<file path="src/rtl/least_loaded_task_dispatcher_defines.svh">
// Assertion macros used by the dispatcher controller.
`ifndef LEAST_LOADED_TASK_DISPATCHER_DEFINES_SVH
`define LEAST_LOADED_TASK_DISPATCHER_DEFINES_SVH

// Same-cycle implication, sampled on clk_i, off while rst_ni is low.
`define LLTD_ASSERT_IMP(lbl, ante, cons, msg) \
  lbl: assert property (@(posedge clk_i) disable iff (!rst_ni) (ante) |-> (cons)) \
    else $error(msg);

// Next-cycle implication, sampled on clk_i, off while rst_ni is low.
`define LLTD_ASSERT_NXT(lbl, ante, cons, msg) \
  lbl: assert property (@(posedge clk_i) disable iff (!rst_ni) (ante) |=> (cons)) \
    else $error(msg);

`endif

</file>
<file path="src/rtl/lltd_pkg.sv">
// Shared constants, types and the weight table of the dispatcher.
`timescale 1ns / 1ps
package lltd_pkg;

  // Default sizing handed to the top level parameters
  localparam int unsigned DEF_MAX_WORKERS = 16;
  localparam int unsigned DEF_COUNT_WIDTH = 16;

  // Item kinds
  localparam logic [1:0] KIND_LEAST  = 2'd0;
  localparam logic [1:0] KIND_IDLE   = 2'd1;
  localparam logic [1:0] KIND_UPDATE = 2'd2;

  // Phase code that limits the weight
  localparam logic [1:0] PHASE_FINAL = 2'd2;

  // Register map: index of the worker count register
  localparam logic REG_NUM_WORKERS = 1'b0;
  localparam logic [4:0] NUM_WORKERS_RST = 5'd16;

  // Weight limits and reset value
  localparam logic [3:0] WEIGHT_CAP = 4'd10;
  localparam logic [3:0] FINAL_CAP  = 4'd2;
  localparam logic [3:0] WEIGHT_RST = 4'd1;

  // Width of outstanding+1 for the widest counter
  localparam int unsigned XW = 33;
  localparam int unsigned NUM_THR = 9;

  // ceil(e^k) for k = 1..9
  localparam logic [XW-1:0] WEIGHT_THR [NUM_THR] = '{
    33'd3, 33'd8, 33'd21, 33'd55, 33'd149, 33'd404, 33'd1097, 33'd2981, 33'd8104
  };

  // Controller to datapath commands
  typedef struct packed {
    logic load;
    logic rd_en;
    logic rd_sel_item;
    logic cmp_en;
    logic cmp_first;
    logic mark_wr;
    logic upd_wr;
    logic commit;
    logic res_zero;
    logic out_load;
  } lltd_cmd_t;

  // Datapath to controller status
  typedef struct packed {
    logic is_update;
    logic is_idle_req;
    logic out_free;
  } lltd_sts_t;

  // floor(ln(x))+1 through the threshold table, with the phase cap
  function automatic logic [3:0] weight_of(input logic [XW-1:0] x, input logic final_phase);
    logic [3:0] w;
    w = WEIGHT_RST;
    for (int k = 0; k < NUM_THR; k++) begin
      if (x >= WEIGHT_THR[k]) begin
        w = w + 4'd1;
      end
    end
    if (final_phase && (w > FINAL_CAP)) begin
      w = FINAL_CAP;
    end
    if (w > WEIGHT_CAP) begin
      w = WEIGHT_CAP;
    end
    return w;
  endfunction

endpackage

</file>
<file path="src/rtl/lltd_intf.sv">
// Request and result channel interfaces of the dispatcher.
`timescale 1ns / 1ps
interface lltd_req_if;
  logic        valid;
  logic        ready;
  logic [1:0]  kind;
  logic [3:0]  worker_id;
  logic [15:0] done_count;
  logic [1:0]  phase;

  modport source (output valid, output kind, output worker_id, output done_count,
                  output phase, input ready);
  modport sink   (input valid, input kind, input worker_id, input done_count,
                  input phase, output ready);
endinterface

interface lltd_res_if;
  logic       valid;
  logic       ready;
  logic       dispatched;
  logic [3:0] chosen_worker;
  logic [3:0] task_weight;

  modport source (output valid, output dispatched, output chosen_worker,
                  output task_weight, input ready);
  modport sink   (input valid, input dispatched, input chosen_worker,
                  input task_weight, output ready);
endinterface

</file>
<file path="src/rtl/lltd_ctrl.sv">
// Sequencer of the dispatcher: decode, slot scan, commit and result handoff.
`timescale 1ns / 1ps
`include "least_loaded_task_dispatcher_defines.svh"
module lltd_ctrl #(
  parameter int unsigned MAX_WORKERS = lltd_pkg::DEF_MAX_WORKERS,
  localparam int unsigned IDX_W = (MAX_WORKERS > 1) ? $clog2(MAX_WORKERS) : 1
) (
  input  logic                clk_i,
  input  logic                rst_ni,
  input  logic                start_i,
  input  logic [IDX_W-1:0]    last_idx_i,
  input  lltd_pkg::lltd_sts_t sts_i,
  output logic                in_ready_o,
  output lltd_pkg::lltd_cmd_t cmd_o,
  output logic [IDX_W-1:0]    rd_idx_o,
  output logic [IDX_W-1:0]    cmp_idx_o
);
  import lltd_pkg::*;

  localparam logic [2:0] S_IDLE   = 3'd0;
  localparam logic [2:0] S_DECODE = 3'd1;
  localparam logic [2:0] S_SCAN   = 3'd2;
  localparam logic [2:0] S_DRAIN  = 3'd3;
  localparam logic [2:0] S_MARK   = 3'd4;
  localparam logic [2:0] S_WGT    = 3'd5;
  localparam logic [2:0] S_DONE   = 3'd6;

  logic [2:0]       state_q, state_d;
  logic [IDX_W-1:0] scan_idx_q, scan_idx_d;
  logic [IDX_W-1:0] cmp_idx_q, cmp_idx_d;
  logic             cmp_vld_q, cmp_vld_d;

  // Next state and commands
  always_comb begin
    state_d    = state_q;
    scan_idx_d = scan_idx_q;
    cmp_idx_d  = cmp_idx_q;
    cmp_vld_d  = 1'b0;
    cmd_o      = '0;
    cmd_o.load = start_i;
    case (state_q)
      S_IDLE: begin
        if (start_i) begin
          state_d = S_DECODE;
        end
      end
      S_DECODE: begin
        if (sts_i.is_update) begin
          cmd_o.upd_wr   = 1'b1;
          cmd_o.res_zero = 1'b1;
          state_d        = S_DONE;
        end else if (sts_i.is_idle_req) begin
          cmd_o.rd_en       = 1'b1;
          cmd_o.rd_sel_item = 1'b1;
          state_d           = S_MARK;
        end else begin
          scan_idx_d = '0;
          state_d    = S_SCAN;
        end
      end
      // read slot scan_idx, compare the slot read on the cycle before
      S_SCAN: begin
        cmd_o.rd_en     = 1'b1;
        cmd_o.cmp_en    = cmp_vld_q;
        cmd_o.cmp_first = (cmp_idx_q == '0);
        cmp_vld_d       = 1'b1;
        cmp_idx_d       = scan_idx_q;
        if (scan_idx_q == last_idx_i) begin
          state_d = S_DRAIN;
        end else begin
          scan_idx_d = scan_idx_q + IDX_W'(1);
        end
      end
      S_DRAIN: begin
        cmd_o.cmp_en    = 1'b1;
        cmd_o.cmp_first = (cmp_idx_q == '0);
        state_d         = S_WGT;
      end
      S_MARK: begin
        cmd_o.mark_wr = 1'b1;
        state_d       = S_WGT;
      end
      S_WGT: begin
        cmd_o.commit = 1'b1;
        state_d      = S_DONE;
      end
      S_DONE: begin
        if (sts_i.out_free) begin
          cmd_o.out_load = 1'b1;
          state_d        = S_IDLE;
        end
      end
      default: begin
        state_d = S_IDLE;
      end
    endcase
  end

  // Control registers
  always_ff @(posedge clk_i or negedge rst_ni) begin
    if (!rst_ni) begin
      state_q    <= S_IDLE;
      scan_idx_q <= '0;
      cmp_idx_q  <= '0;
      cmp_vld_q  <= 1'b0;
    end else begin
      state_q    <= state_d;
      scan_idx_q <= scan_idx_d;
      cmp_idx_q  <= cmp_idx_d;
      cmp_vld_q  <= cmp_vld_d;
    end
  end

  assign in_ready_o = (state_q == S_IDLE);
  assign rd_idx_o   = scan_idx_q;
  assign cmp_idx_o  = cmp_idx_q;

  // Checks
  `LLTD_ASSERT_IMP(a_scan_in_range, state_q == S_SCAN, scan_idx_q <= last_idx_i,
                   "scan index past last slot")
  `LLTD_ASSERT_NXT(a_accept_decodes, start_i, state_q == S_DECODE,
                   "accepted beat did not reach decode")
  `LLTD_ASSERT_IMP(a_drain_pending, state_q == S_DRAIN, cmp_vld_q,
                   "drain without a pending compare")

endmodule

</file>
<file path="src/rtl/lltd_dpath.sv">
// Datapath: counter memories, load compare, weight update and result register.
`timescale 1ns / 1ps
module lltd_dpath #(
  parameter int unsigned MAX_WORKERS = lltd_pkg::DEF_MAX_WORKERS,
  parameter int unsigned COUNT_WIDTH = lltd_pkg::DEF_COUNT_WIDTH,
  localparam int unsigned IDX_W = (MAX_WORKERS > 1) ? $clog2(MAX_WORKERS) : 1
) (
  input  logic                clk_i,
  input  logic                rst_ni,
  input  lltd_pkg::lltd_cmd_t cmd_i,
  input  logic [IDX_W-1:0]    rd_idx_i,
  input  logic [IDX_W-1:0]    cmp_idx_i,
  output lltd_pkg::lltd_sts_t sts_o,
  input  logic [1:0]          kind_i,
  input  logic [3:0]          worker_id_i,
  input  logic [15:0]         done_count_i,
  input  logic [1:0]          phase_i,
  output logic                out_valid_o,
  input  logic                out_ready_i,
  output logic                dispatched_o,
  output logic [3:0]          chosen_worker_o,
  output logic [3:0]          task_weight_o
);
  import lltd_pkg::*;

  localparam int unsigned CW = COUNT_WIDTH;

  // Latched item
  logic [1:0]  kind_q;
  logic [3:0]  wid_q;
  logic [15:0] done_q;
  logic [1:0]  phase_q;
  logic        wid_ok;
  logic [IDX_W-1:0] wid_idx;

  always_ff @(posedge clk_i) begin
    if (cmd_i.load) begin
      kind_q  <= kind_i;
      wid_q   <= worker_id_i;
      done_q  <= done_count_i;
      phase_q <= phase_i;
    end
  end

  assign wid_ok  = (32'(wid_q) < 32'(MAX_WORKERS));
  assign wid_idx = IDX_W'(wid_q);

  assign sts_o.is_update   = kind_q[1];
  assign sts_o.is_idle_req = (kind_q == KIND_IDLE) && wid_ok;

  // Counter memories with one valid bit per entry
  logic [CW-1:0] given_mem [MAX_WORKERS];
  logic [CW-1:0] rep_mem   [MAX_WORKERS];
  logic [CW-1:0] idle_mem  [MAX_WORKERS];
  logic [MAX_WORKERS-1:0] given_vld_q, rep_vld_q, idle_vld_q;

  logic [IDX_W-1:0] rd_addr;
  logic [CW-1:0]    given_rd_q, rep_rd_q, idle_rd_q;
  logic             given_rv_q, rep_rv_q, idle_rv_q;
  logic             upd_we;
  logic [CW-1:0]    given_inc;

  // Best candidate so far
  logic [CW-1:0]    best_q, given_best_q;
  logic [IDX_W-1:0] chosen_q;

  assign rd_addr = cmd_i.rd_sel_item ? wid_idx : rd_idx_i;
  assign upd_we  = cmd_i.upd_wr && (kind_q == KIND_UPDATE) && wid_ok;
  assign given_inc = (given_best_q == {CW{1'b1}}) ? given_best_q : given_best_q + CW'(1);

  // Registered reads
  always_ff @(posedge clk_i) begin
    if (cmd_i.rd_en) begin
      given_rd_q <= given_mem[rd_addr];
      rep_rd_q   <= rep_mem[rd_addr];
      idle_rd_q  <= idle_mem[rd_addr];
      given_rv_q <= given_vld_q[rd_addr];
      rep_rv_q   <= rep_vld_q[rd_addr];
      idle_rv_q  <= idle_vld_q[rd_addr];
    end
  end

  // Writes
  always_ff @(posedge clk_i) begin
    if (cmd_i.commit) begin
      given_mem[chosen_q] <= given_inc;
    end
  end

  always_ff @(posedge clk_i) begin
    if (upd_we) begin
      rep_mem[wid_idx] <= CW'(done_q);
    end
  end

  logic [CW-1:0] given_e, rep_e, idle_e, base, outst;

  always_ff @(posedge clk_i) begin
    if (cmd_i.mark_wr) begin
      idle_mem[wid_idx] <= given_e;
    end
  end

  always_ff @(posedge clk_i or negedge rst_ni) begin
    if (!rst_ni) begin
      given_vld_q <= '0;
      rep_vld_q   <= '0;
      idle_vld_q  <= '0;
    end else begin
      if (cmd_i.commit) begin
        given_vld_q[chosen_q] <= 1'b1;
      end
      if (upd_we) begin
        rep_vld_q[wid_idx] <= 1'b1;
      end
      if (cmd_i.mark_wr) begin
        idle_vld_q[wid_idx] <= 1'b1;
      end
    end
  end

  // Outstanding work of the slot just read
  assign given_e = given_rv_q ? given_rd_q : '0;
  assign rep_e   = rep_rv_q ? rep_rd_q : '0;
  assign idle_e  = idle_rv_q ? idle_rd_q : '0;
  assign base    = (rep_e > idle_e) ? rep_e : idle_e;
  assign outst   = (base >= given_e) ? '0 : given_e - base;

  // Least-load tracking; an idle request leaves zero outstanding
  always_ff @(posedge clk_i) begin
    if (cmd_i.mark_wr) begin
      best_q       <= '0;
      given_best_q <= given_e;
      chosen_q     <= wid_idx;
    end else if (cmd_i.cmp_en && (cmd_i.cmp_first || (outst < best_q))) begin
      best_q       <= outst;
      given_best_q <= given_e;
      chosen_q     <= cmp_idx_i;
    end
  end

  // Current weight and staged result
  logic [3:0] cur_weight_q;
  logic       res_disp_q;
  logic [3:0] res_chosen_q, res_weight_q;

  always_ff @(posedge clk_i or negedge rst_ni) begin
    if (!rst_ni) begin
      cur_weight_q <= WEIGHT_RST;
    end else if (cmd_i.commit) begin
      cur_weight_q <= weight_of(XW'(best_q) + XW'(1), phase_q == PHASE_FINAL);
    end
  end

  always_ff @(posedge clk_i) begin
    if (cmd_i.commit) begin
      res_disp_q   <= 1'b1;
      res_chosen_q <= 4'(chosen_q);
      res_weight_q <= cur_weight_q;
    end else if (cmd_i.res_zero) begin
      res_disp_q   <= 1'b0;
      res_chosen_q <= '0;
      res_weight_q <= '0;
    end
  end

  // Output register
  logic       out_valid_q;
  logic       out_disp_q;
  logic [3:0] out_chosen_q, out_weight_q;

  always_ff @(posedge clk_i or negedge rst_ni) begin
    if (!rst_ni) begin
      out_valid_q <= 1'b0;
    end else if (cmd_i.out_load) begin
      out_valid_q <= 1'b1;
    end else if (out_ready_i) begin
      out_valid_q <= 1'b0;
    end
  end

  always_ff @(posedge clk_i) begin
    if (cmd_i.out_load) begin
      out_disp_q   <= res_disp_q;
      out_chosen_q <= res_chosen_q;
      out_weight_q <= res_weight_q;
    end
  end

  assign sts_o.out_free = !out_valid_q || out_ready_i;

  assign out_valid_o     = out_valid_q;
  assign dispatched_o    = out_disp_q;
  assign chosen_worker_o = out_chosen_q;
  assign task_weight_o   = out_weight_q;

endmodule

</file>
<file path="src/rtl/least_loaded_task_dispatcher.sv">
// Sequence: least-load dispatch runs decode, a scan of the n slots in use, drain, weight
// commit and done; idle requests run decode, mark, weight commit and done; updates run
// decode and done. Throughput: one item at a time, set by the one-slot-per-cycle scan over
// the counter memories; the next beat is taken once the result is in the output register,
// and done waits while it is full. A new beat is taken while the previous result waits.
// Reset: asynchronous, active low; clears all counters (per-entry valid bits), the weight
// to 1 and the worker count to 16. No clearing pass is needed.
`timescale 1ns / 1ps
module least_loaded_task_dispatcher #(
  parameter int unsigned MAX_WORKERS = lltd_pkg::DEF_MAX_WORKERS,
  parameter int unsigned COUNT_WIDTH = lltd_pkg::DEF_COUNT_WIDTH
) (
  input  logic        clk_i,
  input  logic        rst_ni,
  lltd_req_if.sink    req_i,
  lltd_res_if.source  rsp_o,
  input  logic        psel,
  input  logic        penable,
  input  logic        pwrite,
  input  logic [2:0]  paddr,
  input  logic [31:0] pwdata,
  output logic [31:0] prdata,
  output logic        pready
);
  import lltd_pkg::*;

  localparam int unsigned IDX_W = (MAX_WORKERS > 1) ? $clog2(MAX_WORKERS) : 1;

  // Worker count register
  logic [4:0]       num_q;
  logic [4:0]       num_m1;
  logic [IDX_W-1:0] last_idx;
  logic             cfg_we;

  assign cfg_we = psel && penable && pwrite && (paddr[2] == REG_NUM_WORKERS);

  always_ff @(posedge clk_i or negedge rst_ni) begin
    if (!rst_ni) begin
      num_q <= NUM_WORKERS_RST;
    end else if (cfg_we) begin
      num_q <= pwdata[4:0];
    end
  end

  assign pready = 1'b1;
  assign prdata = (paddr[2] == REG_NUM_WORKERS) ? 32'(num_q) : '0;

  // Last slot of the scan, count clamped to 1..MAX_WORKERS
  assign num_m1 = num_q - 5'd1;
  always_comb begin
    if (num_q == 5'd0) begin
      last_idx = '0;
    end else if (32'(num_q) > 32'(MAX_WORKERS)) begin
      last_idx = IDX_W'(MAX_WORKERS - 1);
    end else begin
      last_idx = IDX_W'(num_m1);
    end
  end

  lltd_cmd_t        cmd;
  lltd_sts_t        sts;
  logic [IDX_W-1:0] rd_idx, cmp_idx;
  logic             in_ready;
  logic             start;

  assign req_i.ready = in_ready;
  assign start       = req_i.valid && in_ready;

  lltd_ctrl #(
    .MAX_WORKERS(MAX_WORKERS)
  ) u_ctrl (
    .clk_i      (clk_i),
    .rst_ni     (rst_ni),
    .start_i    (start),
    .last_idx_i (last_idx),
    .sts_i      (sts),
    .in_ready_o (in_ready),
    .cmd_o      (cmd),
    .rd_idx_o   (rd_idx),
    .cmp_idx_o  (cmp_idx)
  );

  lltd_dpath #(
    .MAX_WORKERS(MAX_WORKERS),
    .COUNT_WIDTH(COUNT_WIDTH)
  ) u_dpath (
    .clk_i           (clk_i),
    .rst_ni          (rst_ni),
    .cmd_i           (cmd),
    .rd_idx_i        (rd_idx),
    .cmp_idx_i       (cmp_idx),
    .sts_o           (sts),
    .kind_i          (req_i.kind),
    .worker_id_i     (req_i.worker_id),
    .done_count_i    (req_i.done_count),
    .phase_i         (req_i.phase),
    .out_valid_o     (rsp_o.valid),
    .out_ready_i     (rsp_o.ready),
    .dispatched_o    (rsp_o.dispatched),
    .chosen_worker_o (rsp_o.chosen_worker),
    .task_weight_o   (rsp_o.task_weight)
  );

endmodule

</file>
<file path="src/flat_wrapper.sv">
// flat-port wrapper written by rule: the top's interface ports become plain ports
module least_loaded_task_dispatcher_flat import lltd_pkg::*;
#(
  parameter int unsigned MAX_WORKERS = lltd_pkg::DEF_MAX_WORKERS,
  parameter int unsigned COUNT_WIDTH = lltd_pkg::DEF_COUNT_WIDTH
)
  (clk_i, rst_ni, psel, penable, pwrite, paddr, pwdata, prdata, pready, req_i_valid, req_i_kind, req_i_worker_id, req_i_done_count, req_i_phase, req_i_ready, rsp_o_valid, rsp_o_dispatched, rsp_o_chosen_worker, rsp_o_task_weight, rsp_o_ready);
  lltd_req_if req_i_i ();
  lltd_res_if rsp_o_i ();
  input  logic clk_i;
  input  logic rst_ni;
  input  logic psel;
  input  logic penable;
  input  logic pwrite;
  input  logic [2:0] paddr;
  input  logic [31:0] pwdata;
  output logic [31:0] prdata;
  output logic pready;
  input wire logic [$bits(req_i_i.valid)-1:0] req_i_valid;
  input wire logic [$bits(req_i_i.kind)-1:0] req_i_kind;
  input wire logic [$bits(req_i_i.worker_id)-1:0] req_i_worker_id;
  input wire logic [$bits(req_i_i.done_count)-1:0] req_i_done_count;
  input wire logic [$bits(req_i_i.phase)-1:0] req_i_phase;
  output wire logic [$bits(req_i_i.ready)-1:0] req_i_ready;
  output wire logic [$bits(rsp_o_i.valid)-1:0] rsp_o_valid;
  output wire logic [$bits(rsp_o_i.dispatched)-1:0] rsp_o_dispatched;
  output wire logic [$bits(rsp_o_i.chosen_worker)-1:0] rsp_o_chosen_worker;
  output wire logic [$bits(rsp_o_i.task_weight)-1:0] rsp_o_task_weight;
  input wire logic [$bits(rsp_o_i.ready)-1:0] rsp_o_ready;
  assign req_i_i.valid = req_i_valid;
  assign req_i_i.kind = req_i_kind;
  assign req_i_i.worker_id = req_i_worker_id;
  assign req_i_i.done_count = req_i_done_count;
  assign req_i_i.phase = req_i_phase;
  assign req_i_ready = req_i_i.ready;
  assign rsp_o_valid = rsp_o_i.valid;
  assign rsp_o_dispatched = rsp_o_i.dispatched;
  assign rsp_o_chosen_worker = rsp_o_i.chosen_worker;
  assign rsp_o_task_weight = rsp_o_i.task_weight;
  assign rsp_o_i.ready = rsp_o_ready;
  least_loaded_task_dispatcher #(.MAX_WORKERS(MAX_WORKERS), .COUNT_WIDTH(COUNT_WIDTH)) u_core (.clk_i(clk_i), .rst_ni(rst_ni), .req_i(req_i_i), .rsp_o(rsp_o_i), .psel(psel), .penable(penable), .pwrite(pwrite), .paddr(paddr), .pwdata(pwdata), .prdata(prdata), .pready(pready));
endmodule
</file>
<file path="config.mk">
export PLATFORM = sky130hd
export DESIGN_NAME = least_loaded_task_dispatcher_flat
export DESIGN_NICKNAME = d
export VERILOG_FILES = /design/src/rtl/lltd_pkg.sv /design/src/rtl/lltd_intf.sv /design/src/rtl/lltd_ctrl.sv /design/src/rtl/lltd_dpath.sv /design/src/rtl/least_loaded_task_dispatcher.sv /design/src/flat_wrapper.sv
export VERILOG_INCLUDE_DIRS = /design/src /design/src/rtl
export SDC_FILE = /design/constraint.sdc
export NUM_CORES = 1
export LEC_CHECK = 0
export BUFFER_PORTS_ARGS = -buffer_cell sky130_fd_sc_hd__buf_4
export CORE_MARGIN = 4
export CORE_UTILIZATION = 45
export CTS_CLUSTER_SIZE = 10
export DETAILED_ROUTE_END_ITERATION = 12
export HOLD_SLACK_MARGIN = 0.12
export PLACE_DENSITY_LB_ADDON = 0.25
export SKIP_LAST_GASP = 1
export SLEW_MARGIN = 5
export SYNTH_ARGS = -nofsm -noshare
export SYNTH_HDL_FRONTEND = slang
export SYNTH_SLANG_ARGS = --single-unit
</file>
<file path="constraint.sdc">
create_clock -name clk_i -period 11.4 [get_ports clk_i]
set_clock_uncertainty 0.1 [all_clocks]
set_input_delay 0.57 -clock clk_i [delete_from_list [all_inputs] [get_ports clk_i]]
set_output_delay 0.57 -clock clk_i [all_outputs]
set_load 0.005 [all_outputs]
</file>
==> metrics <==
Post-Syn Instances=around 3,200; setup violators final=0; CP Max Fanout=31; Rel. slew slack=9.87%; area delta synth->final=12.8%; Max Cap Viol=0; synth warn=0; # resized after CTS=0; largest family of logic cells by synthesized area=simple AND/OR/NAND/NOR gates; status=complete, no violations; post-placement worst setup slack=1.92 ns; simple logic cell fraction of the synthesized area=roughly 12%; Worst setup EP type=flop; Fmax=approximately 100 MHz; Port Buffers=52; hold path depth=0; layout net count=approximately 3,400; DR DRC count=0; Max Buffers Root-to-Sink=3; Final Cell Area=47,200 um^2; Post-Place Cell Area=roughly 44,000 um^2; Arrival @ worst endpoint=between 9 and 10 ns; share of post-route cells with drive strength above 1=around 11%; Post-synth EDFFs=between 800 and 900; biggest regs=u_core.u_dpath.given_mem: 256 flops, u_core.u_dpath.idle_mem: 256 flops, u_core.u_dpath.rep_mem: 256 flops; RSZ-0062 raised after global routing=no; Final Max Slew Viols=0; startpoint types=flop; Placeable Area=roughly 92,000 um^2; Ports=110; die area=97,800 um^2; Tmin final=around 9.6 ns; global placement routability congestion=about 0.83; # clock sinks=~970; CTS Buf Count=between 100 and 150; Fillers=between 7,000 and 8,000; period utilization=around 84%; CP max stage delay=just over 0.8 ns; Row Count=111; worst setup margin=between 1.5 and 2 ns; post-synthesis mux area share=less than 1%; Synth Area in Adders=under 10%; Avg WL per Cell=22.1 um; Worst-path clk slew=approximately 0.050 ns; DRT Pass-1 Iters=7; XOR/XNOR Fraction of Synth Area=1.27%; total track usage=between 20% and 30%; commonest non-fill, non-tap cells in the layout=880 x edfxtp_1, 491 x nand2_1, 262 x a211oi_1; Leakage=about 16 nW; Seq/Total Area, Yosys=between 60% and 70%; setup TNS=0 ns; CTS tree=yes; first-pass GRT wire length=154,000 um; drt initial violations=about 2,300; worst hold path type=reg -> reg; total number of vias=~27,000; PD cells=between 200 and 300 nW/um^2; Initial Utilization=between 40% and 50%; Die X=~310 um; compound-gate portion of the synthesized area=about an eighth; critical setup path kind=reg -> reg; vias per cell=about 5.8; reg2reg path depth=34; Syn Area/Cell=13.0 um^2; Slew @ Worst Pin=~1.3 ns; Cell variety after synth=between 80 and 90; Final Hold Viols=0; Primary FF master, synth=edfxtp_1; die height=between 300 and 400 um; Peak VDD IR=~0.26 mV; largest net degree at the start of global routing=171; WL final=102,000 um; Routed Antenna Nets=0; Skew-Pair Late Insertion Delay=around 0.67 ns; initial antenna violation count=4; Worst path slowest cell=nand2_1; most common cell after layout, fill and taps aside=edfxtp_1; H-tree depth=3; Overflow after GRT=0; synthesized area=41,800 um^2; ys async rst share=a little over 7%; post-DP HPWL=between 50,000 and 60,000 um; vias in the first global route=about 26,000; Hold WS=between 0.3 and 0.4 ns; synthesized flop and latch total=between 900 and 1,000; critical path required time=between 10 and 15 ns; Root Driver=clkbuf_16
final timing paths:
path | start | endpoint | slack (ns)
max in group asynchronous | rst_ni | u_core.u_dpath.idle_vld_q[3] | 9.93
worst min-delay path | u_core.u_dpath.res_weight_q[1] | u_core.u_dpath.task_weight_o[1] | 0.33
worst max register to register | u_core.u_dpath.idle_rv_q | u_core.u_dpath.given_best_q[5] | 1.84
min in group asynchronous | rst_ni | u_core.num_q[2] | 0.56
worst min register to register | u_core.u_dpath.res_weight_q[1] | u_core.u_dpath.task_weight_o[1] | 0.33
worst max-delay path | u_core.u_dpath.idle_rv_q | u_core.u_dpath.given_best_q[5] | 1.84
synthesized netlist by cell type, drive strengths merged (10+ instances only):
master | count | area share (%)
mux2i | 20 | 0.48
nor2 | 114 | 1.0
and2 | 242 | 3.6
inv | 43 | 0.39
xor2 | 14 | 0.31
nand2 | 491 | 4.4
or2 | 54 | 0.81
nand3 | 20 | 0.26
nor3 | 31 | 0.37
o21ai | 38 | 0.46
xnor2 | 39 | 0.91
a211oi | 263 | 4.7
nor2b | 22 | 0.33
dfxtp | 17 | 0.81
edfxtp | 880 | 63
clkbuf | 196 | 1.8
and3 | 14 | 0.21
ha | 62 | 1.9
dfrtp | 68 | 4.1
a311oi | 103 | 2.2
mux2 | 15 | 0.40
nor4 | 10 | 0.15
a31oi | 108 | 1.6
a21o | 12 | 0.22
nand2b | 19 | 0.28
a21oi | 159 | 1.9
nand4 | 25 | 0.37
buf | 43 | 0.69
power by group:
| part | internal (W) | switching [W] |
|---|---|---|
| Clock | 0.00183 | 0.00133 |
| Sequential | 0.00464 | 0.000266 |
| Combinational | 0.00199 | 0.00347 |
cell families after synthesis:
kind of cell	count (synthesis)
AOI/OAI and AO/OA	743
xor gates and xnor gates	54
adders and majority gates	66
buffers and inverters	282
DFF	967
muxes	35
other	2
and+or+nand+nor	1071
metrics by stage:
stage | instances | power (W) | util (%)
CTS | 4598 | 0.0136 | 51.3
global placement | 4366 | 0.0102 | 47.4
detailed placement | 4366 | 0.0104 | 47.4
global route | 4598 | 0.0144 | 51.3
floorplan | 3246 | 0.00891 | -
finish | 4600 | 0.0135 | 51.3
worst max-delay path, delay by kind of cell, from the launching register on:
kind,cells,cell delay (ns)
AOI/OAI and AO/OA,19,4.79
and+or+nand+nor,9,1.80
adders and majority gates,4,1.31
DFF,1,0.73
buffers and inverters,2,0.30
per-layer routing:
metal | part of all wire, % | GRT usage (%)
met4 | 2.6 | 5.92
met5 | 0 | 0
met1 | 44 | 28.7
met3 | 6.1 | 2.99
met2 | 47 | 33.2
repair_timing:
| action | 4_1_cts | 5_1_grt |
|---|---|---|
| hold buffers | 32 | 0 |
| setup buffers | 0 | 0 |
| endpoints found under the hold margin | 99 | 0 |
final cells by class:
class	count	area (um^2)	share of cell area, %
flip-flops and latches	967	28500	60.5
multi-input cells	1997	12500	26.5
clock buffers	191	3100	6.57
well taps	1243	1560	3.30
repair buffers	148	1220	2.58
inverters	43	164	0.348
clock inverters	9	120	0.255
diodes	2	5.00	0.0106
Note: power is estimated with default switching activity, not from simulation.
